## src/hdl/i2cm_pkg.sv

```systemverilog
// Shared types and constants for the I2C master byte engine.
// Used by the stream interface, the front and back units and the top level.
package i2cm_pkg;

    localparam int DELAY_COUNT_WIDTH_DEF = 16;
    localparam int CFG_ADDR_W            = 3;
    localparam int CFG_DATA_W            = 32;
    localparam int QUEUE_DEPTH           = 2;

    localparam logic [15:0] DELAY_TICKS_RESET = 16'd35;
    localparam logic [3:0]  BITS_PER_BYTE     = 4'd8;
    localparam logic        REG_DELAY_TICKS   = 1'b0;

    localparam logic [1:0] FUNC_START = 2'd0;
    localparam logic [1:0] FUNC_STOP  = 2'd1;
    localparam logic [1:0] FUNC_WRITE = 2'd2;
    localparam logic [1:0] FUNC_READ  = 2'd3;

    typedef enum logic [2:0] {
        CMD_NONE,
        CMD_START,
        CMD_STOP,
        CMD_WRITE,
        CMD_READ
    } t_cmd_kind;

    typedef enum logic [3:0] {
        PH_IDLE,
        PH_ST_A,
        PH_ST_B,
        PH_SP_A,
        PH_SP_B,
        PH_SP_C,
        PH_WR_LOW,
        PH_WR_DATA,
        PH_WR_HIGH,
        PH_WA_REL,
        PH_WA_HIGH,
        PH_WA_END,
        PH_RD_LOW,
        PH_RD_HIGH,
        PH_AK_LOW,
        PH_AK_HIGH
    } t_phase;

    typedef struct packed {
        logic       cmd_valid;
        logic [1:0] func;
        logic [7:0] tx_byte;
        logic       send_ack;
        logic       sda_in;
    } t_in_item;

    typedef struct packed {
        logic       scl_out;
        logic       sda_out;
        logic       busy_res;
        logic       done_res;
        logic [7:0] rx_byte;
        logic       nack_seen;
    } t_res_item;

    // Classified tick as it sits in the queue
    typedef struct packed {
        t_cmd_kind  kind;
        logic [7:0] tx_byte;
        logic       send_ack;
        logic       sda_in;
    } t_op;

    typedef struct packed {
        logic valid;
        t_op  op;
    } t_queue_head;

endpackage

```

## src/hdl/i2cm_stream_if.sv

```systemverilog
// Valid/ready channel carrying one payload item per transaction.
// Depends on i2cm_pkg for the default payload type.
interface i2cm_stream_if #(
    parameter type t_payload = i2cm_pkg::t_in_item
);
    logic     valid;
    logic     ready;
    t_payload payload;

    modport source (output valid, output payload, input ready);
    modport sink (input valid, input payload, output ready);
endinterface

```

## src/hdl/i2c_master_byte_engine.sv

```systemverilog
// Top level of the I2C master byte engine: APB register, front queue, back sequencer.
// Depends on i2cm_pkg, i2cm_stream_if, i2cm_front and i2cm_back.
//
//  channel   dir  handshake          payload
//  i_item    in   valid/ready        cmd_valid, func, tx_byte, send_ack, sda_in
//  o_result  out  valid/ready        scl_out, sda_out, busy_res, done_res, rx_byte, nack_seen
//  apb       in   psel/penable/pwrite register delay_ticks at byte address 0
//
// One tick in, one result out; sustained rate one tick per cycle while o_result.ready stays high.
// Each tick passes through the two-entry queue and then the result register.
// The result register holds while o_result.ready is low; the queue keeps taking ticks
// until both entries fill. A bus phase lasts delay_ticks ticks (zero counts as one).
// Synchronous active-low reset puts the bus released and the sequencer idle.
module i2c_master_byte_engine #(
    parameter int DELAY_COUNT_WIDTH = i2cm_pkg::DELAY_COUNT_WIDTH_DEF
) (
    input  logic                                i_clk,
    input  logic                                i_rst_n,
    i2cm_stream_if.sink                         i_item,
    i2cm_stream_if.source                       o_result,
    input  logic                                psel,
    input  logic                                penable,
    input  logic                                pwrite,
    input  logic [i2cm_pkg::CFG_ADDR_W-1:0]     paddr,
    input  logic [i2cm_pkg::CFG_DATA_W-1:0]     pwdata,
    output logic [i2cm_pkg::CFG_DATA_W-1:0]     prdata,
    output logic                                pready
);

    logic [15:0]           r_delay_ticks;
    logic                  w_cfg_wr;
    logic                  w_pop;
    i2cm_pkg::t_queue_head w_head;

    assign pready   = 1'b1;
    assign w_cfg_wr = psel && penable && pwrite && pready
                      && (paddr[2] == i2cm_pkg::REG_DELAY_TICKS);

    always_ff @(posedge i_clk) begin
        if (!i_rst_n) begin
            r_delay_ticks <= i2cm_pkg::DELAY_TICKS_RESET;
        end else if (w_cfg_wr) begin
            r_delay_ticks <= pwdata[15:0];
        end
    end

    assign prdata = (paddr[2] == i2cm_pkg::REG_DELAY_TICKS) ?
                    {16'd0, r_delay_ticks} : '0;

    i2cm_front u_front (
        .i_clk   (i_clk),
        .i_rst_n (i_rst_n),
        .i_item  (i_item),
        .i_pop   (w_pop),
        .o_head  (w_head)
    );

    i2cm_back #(
        .DELAY_COUNT_WIDTH (DELAY_COUNT_WIDTH)
    ) u_back (
        .i_clk         (i_clk),
        .i_rst_n       (i_rst_n),
        .i_delay_ticks (r_delay_ticks),
        .i_head        (w_head),
        .o_pop         (w_pop),
        .o_result      (o_result)
    );

`ifndef SYNTHESIS
    a_pop_needs_head: assert property (@(posedge i_clk) disable iff (!i_rst_n)
        w_pop |-> w_head.valid)
        else $error("sequencer popped an empty queue");

    a_accept_fills_queue: assert property (@(posedge i_clk) disable iff (!i_rst_n)
        (i_item.valid && i_item.ready && !w_pop) |=> w_head.valid)
        else $error("accepted tick not visible at queue head");

    a_done_not_busy: assert property (@(posedge i_clk) disable iff (!i_rst_n)
        (o_result.valid && o_result.payload.done_res) |-> !o_result.payload.busy_res)
        else $error("done result still reports busy");
`endif

endmodule

```

## src/hdl/i2cm_front.sv

```systemverilog
// Front unit: accepts ticks, classifies the command and queues them.
// Depends on i2cm_pkg and i2cm_stream_if.
module i2cm_front (
    input  logic                 i_clk,
    input  logic                 i_rst_n,
    i2cm_stream_if.sink          i_item,
    input  logic                 i_pop,
    output i2cm_pkg::t_queue_head o_head
);

    localparam int PTR_W = $clog2(i2cm_pkg::QUEUE_DEPTH);
    localparam int CNT_W = $clog2(i2cm_pkg::QUEUE_DEPTH + 1);

    i2cm_pkg::t_op    r_slot [i2cm_pkg::QUEUE_DEPTH];
    logic [PTR_W-1:0] r_wr_ptr, n_wr_ptr;
    logic [PTR_W-1:0] r_rd_ptr, n_rd_ptr;
    logic [CNT_W-1:0] r_count, n_count;
    i2cm_pkg::t_op    w_op;
    logic             w_accept;

    always_comb begin
        w_op.tx_byte  = i_item.payload.tx_byte;
        w_op.send_ack = i_item.payload.send_ack;
        w_op.sda_in   = i_item.payload.sda_in;
        if (!i_item.payload.cmd_valid) begin
            w_op.kind = i2cm_pkg::CMD_NONE;
        end else begin
            case (i_item.payload.func)
                i2cm_pkg::FUNC_START: w_op.kind = i2cm_pkg::CMD_START;
                i2cm_pkg::FUNC_STOP:  w_op.kind = i2cm_pkg::CMD_STOP;
                i2cm_pkg::FUNC_WRITE: w_op.kind = i2cm_pkg::CMD_WRITE;
                default:              w_op.kind = i2cm_pkg::CMD_READ;
            endcase
        end
    end

    assign i_item.ready = (r_count != CNT_W'(i2cm_pkg::QUEUE_DEPTH));
    assign w_accept     = i_item.valid && i_item.ready;

    always_comb begin
        n_wr_ptr = w_accept ? r_wr_ptr + PTR_W'(1) : r_wr_ptr;
        n_rd_ptr = i_pop ? r_rd_ptr + PTR_W'(1) : r_rd_ptr;
        n_count  = r_count + CNT_W'(w_accept) - CNT_W'(i_pop);
    end

    always_ff @(posedge i_clk) begin
        if (!i_rst_n) begin
            r_wr_ptr <= '0;
            r_rd_ptr <= '0;
            r_count  <= '0;
        end else begin
            r_wr_ptr <= n_wr_ptr;
            r_rd_ptr <= n_rd_ptr;
            r_count  <= n_count;
        end
    end

    always_ff @(posedge i_clk) begin
        if (w_accept) begin
            r_slot[r_wr_ptr] <= w_op;
        end
    end

    assign o_head.valid = (r_count != '0);
    assign o_head.op    = r_slot[r_rd_ptr];

endmodule

```

## src/hdl/i2cm_back.sv

```systemverilog
// Back unit: bus phase sequencer with delay counter and result register.
// Depends on i2cm_pkg and i2cm_stream_if.
module i2cm_back #(
    parameter int DELAY_COUNT_WIDTH = i2cm_pkg::DELAY_COUNT_WIDTH_DEF
) (
    input  logic                  i_clk,
    input  logic                  i_rst_n,
    input  logic [15:0]           i_delay_ticks,
    input  i2cm_pkg::t_queue_head i_head,
    output logic                  o_pop,
    i2cm_stream_if.source         o_result
);

    localparam int DW = DELAY_COUNT_WIDTH;

    i2cm_pkg::t_phase   r_phase, n_phase;
    logic [3:0]         r_bit_index, n_bit_index;
    logic [7:0]         r_shift, n_shift;
    logic [DW-1:0]      r_wait, n_wait;
    logic               r_ack_choice, n_ack_choice;
    logic [7:0]         r_received, n_received;
    logic               r_nack, n_nack;
    logic               r_scl, n_scl;
    logic               r_sda, n_sda;
    logic               r_res_valid;
    i2cm_pkg::t_res_item r_res;

    logic          w_idle;
    logic          w_fire;
    logic          w_done;
    logic [3:0]    w_bit_inc;
    logic [DW-1:0] w_delay_masked;
    logic [DW-1:0] w_load;

    assign o_pop  = i_head.valid && (!r_res_valid || o_result.ready);
    assign w_idle = (r_phase == i2cm_pkg::PH_IDLE);
    assign w_fire = !w_idle && (r_wait <= DW'(1));
    assign w_done = w_fire && (n_phase == i2cm_pkg::PH_IDLE);
    assign w_bit_inc = r_bit_index + 4'd1;

    assign w_delay_masked = DW'(i_delay_ticks);
    assign w_load = (w_delay_masked == '0) ? DW'(1) : w_delay_masked;

    // Next phase
    always_comb begin
        n_phase = r_phase;
        if (w_idle) begin
            case (i_head.op.kind)
                i2cm_pkg::CMD_START: n_phase = i2cm_pkg::PH_ST_A;
                i2cm_pkg::CMD_STOP:  n_phase = i2cm_pkg::PH_SP_A;
                i2cm_pkg::CMD_WRITE: n_phase = i2cm_pkg::PH_WR_LOW;
                i2cm_pkg::CMD_READ:  n_phase = i2cm_pkg::PH_RD_LOW;
                default:             n_phase = i2cm_pkg::PH_IDLE;
            endcase
        end else if (w_fire) begin
            case (r_phase)
                i2cm_pkg::PH_ST_A:    n_phase = i2cm_pkg::PH_ST_B;
                i2cm_pkg::PH_SP_A:    n_phase = i2cm_pkg::PH_SP_B;
                i2cm_pkg::PH_SP_B:    n_phase = i2cm_pkg::PH_SP_C;
                i2cm_pkg::PH_WR_LOW:  n_phase = i2cm_pkg::PH_WR_DATA;
                i2cm_pkg::PH_WR_DATA: n_phase = i2cm_pkg::PH_WR_HIGH;
                i2cm_pkg::PH_WR_HIGH: begin
                    n_phase = (w_bit_inc < i2cm_pkg::BITS_PER_BYTE) ?
                              i2cm_pkg::PH_WR_LOW : i2cm_pkg::PH_WA_REL;
                end
                i2cm_pkg::PH_WA_REL:  n_phase = i2cm_pkg::PH_WA_HIGH;
                i2cm_pkg::PH_WA_HIGH: n_phase = i2cm_pkg::PH_WA_END;
                i2cm_pkg::PH_RD_LOW:  n_phase = i2cm_pkg::PH_RD_HIGH;
                i2cm_pkg::PH_RD_HIGH: begin
                    n_phase = (w_bit_inc < i2cm_pkg::BITS_PER_BYTE) ?
                              i2cm_pkg::PH_RD_LOW : i2cm_pkg::PH_AK_LOW;
                end
                i2cm_pkg::PH_AK_LOW:  n_phase = i2cm_pkg::PH_AK_HIGH;
                default:              n_phase = i2cm_pkg::PH_IDLE;
            endcase
        end
    end

    // Bus levels, shifter, counters
    always_comb begin
        n_bit_index  = r_bit_index;
        n_shift      = r_shift;
        n_ack_choice = r_ack_choice;
        n_received   = r_received;
        n_nack       = r_nack;
        n_scl        = r_scl;
        n_sda        = r_sda;
        n_wait       = r_wait;
        if (w_idle) begin
            if (i_head.op.kind != i2cm_pkg::CMD_NONE) begin
                n_ack_choice = i_head.op.send_ack;
                n_bit_index  = '0;
                n_wait       = w_load;
            end
            case (i_head.op.kind)
                i2cm_pkg::CMD_START: begin
                    n_sda = 1'b1;
                    n_scl = 1'b1;
                end
                i2cm_pkg::CMD_STOP: begin
                    n_scl = 1'b0;
                    n_sda = 1'b0;
                end
                i2cm_pkg::CMD_WRITE: begin
                    n_shift = i_head.op.tx_byte;
                    n_scl   = 1'b0;
                end
                i2cm_pkg::CMD_READ: begin
                    n_shift = '0;
                    n_sda   = 1'b1;
                    n_scl   = 1'b0;
                end
                default: ;
            endcase
        end else if (!w_fire) begin
            n_wait = r_wait - DW'(1);
        end else begin
            n_wait = w_done ? '0 : w_load;
            case (r_phase)
                i2cm_pkg::PH_ST_A:    n_sda = 1'b0;
                i2cm_pkg::PH_ST_B:    n_scl = 1'b0;
                i2cm_pkg::PH_SP_A:    n_scl = 1'b1;
                i2cm_pkg::PH_SP_B:    n_sda = 1'b1;
                i2cm_pkg::PH_WR_LOW: begin
                    n_sda   = r_shift[7];
                    n_shift = {r_shift[6:0], 1'b0};
                end
                i2cm_pkg::PH_WR_DATA: n_scl = 1'b1;
                i2cm_pkg::PH_WR_HIGH: begin
                    n_bit_index = w_bit_inc;
                    n_scl       = 1'b0;
                    // release SDA for the slave's acknowledge
                    if (w_bit_inc >= i2cm_pkg::BITS_PER_BYTE) begin
                        n_sda = 1'b1;
                    end
                end
                i2cm_pkg::PH_WA_REL:  n_scl = 1'b1;
                i2cm_pkg::PH_WA_HIGH: begin
                    n_nack = i_head.op.sda_in;
                    n_scl  = 1'b0;
                end
                i2cm_pkg::PH_RD_LOW: begin
                    n_scl   = 1'b1;
                    n_shift = {r_shift[6:0], i_head.op.sda_in};
                end
                i2cm_pkg::PH_RD_HIGH: begin
                    n_bit_index = w_bit_inc;
                    n_scl       = 1'b0;
                    if (w_bit_inc >= i2cm_pkg::BITS_PER_BYTE) begin
                        n_sda = !r_ack_choice;
                    end
                end
                i2cm_pkg::PH_AK_LOW:  n_scl = 1'b1;
                i2cm_pkg::PH_AK_HIGH: begin
                    n_scl      = 1'b0;
                    n_sda      = 1'b1;
                    n_received = r_shift;
                end
                default: ;
            endcase
        end
    end

    always_ff @(posedge i_clk) begin
        if (!i_rst_n) begin
            r_phase      <= i2cm_pkg::PH_IDLE;
            r_bit_index  <= '0;
            r_shift      <= '0;
            r_wait       <= '0;
            r_ack_choice <= 1'b0;
            r_received   <= '0;
            r_nack       <= 1'b0;
            r_scl        <= 1'b1;
            r_sda        <= 1'b1;
        end else if (o_pop) begin
            r_phase      <= n_phase;
            r_bit_index  <= n_bit_index;
            r_shift      <= n_shift;
            r_wait       <= n_wait;
            r_ack_choice <= n_ack_choice;
            r_received   <= n_received;
            r_nack       <= n_nack;
            r_scl        <= n_scl;
            r_sda        <= n_sda;
        end
    end

    // Result register: hold until the transaction completes downstream
    always_ff @(posedge i_clk) begin
        if (!i_rst_n) begin
            r_res_valid <= 1'b0;
        end else if (o_pop) begin
            r_res_valid <= 1'b1;
        end else if (o_result.ready) begin
            r_res_valid <= 1'b0;
        end
    end

    always_ff @(posedge i_clk) begin
        if (o_pop) begin
            r_res.scl_out   <= n_scl;
            r_res.sda_out   <= n_sda;
            r_res.busy_res  <= (n_phase != i2cm_pkg::PH_IDLE);
            r_res.done_res  <= w_done;
            r_res.rx_byte   <= n_received;
            r_res.nack_seen <= n_nack;
        end
    end

    assign o_result.valid   = r_res_valid;
    assign o_result.payload = r_res;

endmodule
```

## src/flat_wrapper.sv

```systemverilog
// flat-port wrapper written by rule: the top's interface ports become plain ports
module i2c_master_byte_engine_flat 
#(
    parameter int DELAY_COUNT_WIDTH = i2cm_pkg::DELAY_COUNT_WIDTH_DEF
)
  (i_clk, i_rst_n, psel, penable, pwrite, paddr, pwdata, prdata, pready, i_item_valid, i_item_payload, i_item_ready, o_result_valid, o_result_payload, o_result_ready);
  i2cm_stream_if i_item_i ();
  i2cm_stream_if o_result_i ();
  input  logic i_clk;
  input  logic i_rst_n;
  input  logic psel;
  input  logic penable;
  input  logic pwrite;
  input  logic [i2cm_pkg::CFG_ADDR_W-1:0] paddr;
  input  logic [i2cm_pkg::CFG_DATA_W-1:0] pwdata;
  output logic [i2cm_pkg::CFG_DATA_W-1:0] prdata;
  output logic pready;
  input wire logic [$bits(i_item_i.valid)-1:0] i_item_valid;
  input wire logic [$bits(i_item_i.payload)-1:0] i_item_payload;
  output wire logic [$bits(i_item_i.ready)-1:0] i_item_ready;
  output wire logic [$bits(o_result_i.valid)-1:0] o_result_valid;
  output wire logic [$bits(o_result_i.payload)-1:0] o_result_payload;
  input wire logic [$bits(o_result_i.ready)-1:0] o_result_ready;
  assign i_item_i.valid = i_item_valid;
  assign i_item_i.payload = i_item_payload;
  assign i_item_ready = i_item_i.ready;
  assign o_result_valid = o_result_i.valid;
  assign o_result_payload = o_result_i.payload;
  assign o_result_i.ready = o_result_ready;
  i2c_master_byte_engine #(.DELAY_COUNT_WIDTH(DELAY_COUNT_WIDTH)) u_core (.i_clk(i_clk), .i_rst_n(i_rst_n), .i_item(i_item_i), .o_result(o_result_i), .psel(psel), .penable(penable), .pwrite(pwrite), .paddr(paddr), .pwdata(pwdata), .prdata(prdata), .pready(pready));
endmodule
```

## config.mk

```make
export PLATFORM = sky130hd
export DESIGN_NAME = i2c_master_byte_engine_flat
export DESIGN_NICKNAME = d
export VERILOG_FILES = /design/src/hdl/i2cm_pkg.sv /design/src/hdl/i2cm_stream_if.sv /design/src/hdl/i2c_master_byte_engine.sv /design/src/hdl/i2cm_front.sv /design/src/hdl/i2cm_back.sv /design/src/flat_wrapper.sv
export SDC_FILE = /design/constraint.sdc
export NUM_CORES = 1
export LEC_CHECK = 0
export ABC_AREA = 1
export BUFFER_PORTS_ARGS = -buffer_cell sky130_fd_sc_hd__buf_2
export CORE_UTILIZATION = 50
export DETAILED_ROUTE_END_ITERATION = 8
export PLACE_DENSITY = 0.78
export SETUP_SLACK_MARGIN = 0.1
export SYNTH_ARGS = -nofsm -noshare
export SYNTH_HDL_FRONTEND = slang
export SYNTH_SLANG_ARGS = --single-unit
export TNS_END_PERCENT = 20
```

## constraint.sdc

```tcl
create_clock -name i_clk -period 3.1 [get_ports i_clk]
set_clock_uncertainty 0.05 [all_clocks]
set_input_delay 0.31 -clock i_clk [delete_from_list [all_inputs] [get_ports i_clk]]
set_output_delay 0.31 -clock i_clk [all_outputs]
set_load 0.01 [all_outputs]
```

==> reports/metrics.csv <==
metric;value;unit
cts.path.max_buffers;2;
ant_nets;0;
pin_count;103;
die-width;107;um
cts-htree-levels;3;
drive_above_1_share;0.144;
drtPass1Iterations;5;
overflow;0;
cts_sinks;105;
synth_edf_count;39;
cts_tree;yes;
cts_made_buffers;9;
vias_per_cell;5.06;
dp.cells;924;
synth-seq-cells;105;
syn_area;5500;um2
final.setup.worst_slack;0.781;ns
synth-main-ff-cell;dfxtp_1;
setup_viol_count_final;0;
final_cell_area;6070;um2
wire_per_inst;11.9;um
p_leak;2.89;nW
vdd_drop_max;449;uV
fill_cells;987;
drv_slew;0;
gp_congestion;0.915;
period_share;0.748;
core;10500;um2
place_ws;0.809;ns
fmax;0.431;GHz
nNetsFinal;860;
required;3.32;ns
die-area;11400;um2
placement.io_buffers;67;
seqCellArea;2490;um2
synth_area_per_cell;7.40;um2
rsz0062_at_grt;false;
finalHoldViolations;0;
cts.repair.resized;0;
p_per_area;957;nW/um2
synth-seq-area-share;0.453;
cp-start-kind;register;
yosysWarningCount;0;
wl;11200;um
stdcell_count;940;
hold_class;input pin to register;
netlist.area_leader.share;0.240;
placementRows;37;
synthCells;743;
initial_utilization;0.523;
synth_area_leaders;dfxtp_1 24%, edfxtp_1 21%, nand2_1 9.3%, nor2_1 7.4%, inv_1 6.7%;
antenna_found_initial;0;
num_vias;4759;
clkTransAtPathRegs;0.10;ns
arrival;2.54;ns
setup_tns;0;ns
grt_max_degree;46;
status;complete, no violations;
period_needed;2.32;ns
maxCapViolCount;0;
critPathCaptureType;register;
synthArstFlopShare;0;
cts-root-buf;clkbuf_8;
clk_latency;0.39;ns
totalPowerFinal;5.81;mW
final_util;0.577;
slew_headroom;0.488;
cts_setup_buffers;0;
yosys.area.top_type;dfxtp_1;
critical_path_class;register to register;
whs;0.0566;ns
post-route-drc-count;0;
place_hpwl;8060;um
multi_input_comb_area;2410;um2
area_growth;10.4;%
grt.total_usage;0.206;
path_max_fanout;20;
die_h;107;um
antenna_cells;0;
grt_pass1_vias;4006;
grt_pass1_wl;18600;um
placed_cell_area;5850;um2
drtIter0Drc;311;
worst_pin_slew;0.767;ns
synth_cell_types;38;
hold_buffers;0;
Yosys cell counts (2+ instances only):
| library cell | count |
|---|---|
| buf_2 | 6 |
| buf_4 | 18 |
| a31oi_1 | 8 |
| buf_6 | 2 |
| nor3_1 | 3 |
| xor2_1 | 3 |
| nor2_2 | 8 |
| nor4_1 | 4 |
| o21ai_0 | 69 |
| nand3_1 | 37 |
| o21ai_1 | 12 |
| ha_1 | 6 |
| a21oi_1 | 57 |
| nand2_1 | 136 |
| nand4_1 | 7 |
| edfxtp_1 | 39 |
| inv_1 | 98 |
| dfxtp_1 | 66 |
| conb_1 | 2 |
| nand2_2 | 5 |
| inv_2 | 7 |
| nor2_1 | 108 |
| clkbuf_2 | 2 |
| mux2i_1 | 9 |
| o211ai_1 | 3 |
| clkbuf_1 | 16 |
critical path: stages (launching register included):
cell and delay, ns:
dfxtp_1 0.66, nand2_1 0.09, o21ai_1 0.20, inv_2 0.08, nand3_1 0.09, nor2_1 0.05, nor2_2 0.39, buf_4 0.30
o21ai_0 0.11, a21oi_1 0.12, nor2_1 0.05
where the power goes:
part,switching [mW],leakage (nW),internal [mW]
sequential,0.248,0.911,1.87
combinational,1.90,1.87,0.897
clock,0.503,0.108,0.390
final cells by class:
class | count | area share
flip-flops and latches | 105 | 0.411
multi-input cells | 504 | 0.397
inverters | 105 | 0.0650
repair buffers | 74 | 0.0639
well taps | 136 | 0.0280
clock buffers | 9 | 0.0204
clock inverters | 7 | 0.0146
kinds of logic (layout without fill, tap and decap cells):
logic type | Yosys count | after routing | share of synthesized area
fa+ha+maj | 6 | 6 | 0.0137
mux | 10 | 10 | 0.0184
compound gates | 154 | 154 | 0.146
simple gates | 313 | 313 | 0.242
buf+inv | 149 | 195 | 0.119
xor+xnor | 4 | 4 | 0.00637
other cells | 2 | 17 | 0.00137
flops | 105 | 105 | 0.453
registers in the layout (all words and copies together), names as in the netlist, 2 cells and up, named ones only:
register / cells
u_core.u_back.r_bit_index: 4
u_core.r_delay_ticks: 16
u_core.u_front.r_slot: 26
u_core.u_back.o_result.payload: 13
u_core.u_front.r_count: 2
u_core.u_back.r_wait: 16
u_core.u_back.r_phase: 4
u_core.u_back.r_received: 8
u_core.u_back.r_shift: 8
cells in the final DEF (no fill, tap or decap), drive strengths merged, types with 3 or more instances in the layout:
master / instances
a21oi: 58
a31oi: 8
buf: 74
clkbuf: 9
clkinv: 4
conb: 17
dfxtp: 66
edfxtp: 39
ha: 6
inv: 107
mux2i: 9
nand2: 142
nand3: 38
nand4: 7
nor2: 118
nor3: 3
nor4: 4
o211ai: 3
o21ai: 81
xor2: 3
final timing paths:
check                                        startpoint                           to  slack, ns  cells past startpoint
worst min register to register  u_core.u_front.r_rd_ptr                     register       0.42                      1
worst max-delay path                           register      u_core.u_back.r_wait[0]       0.78                     10
worst max register to register                 register      u_core.u_back.r_wait[0]       0.78                     10
worst min-delay path                  i_item_payload[8]  u_core.u_front.r_slot[1][8]       0.06                      1
layer usage:
layer | wire (um) | vias up | global-route usage
li1 | - | 2481 | -
met1 | 5420 | 2111 | 0.291
met2 | 4970 | 155 | 0.315
met3 | 646 | 12 | 0.0353
met4 | 191 | 0 | 0.0753
met5 | 0 | - | 0
(Power assumes the default switching activity.)
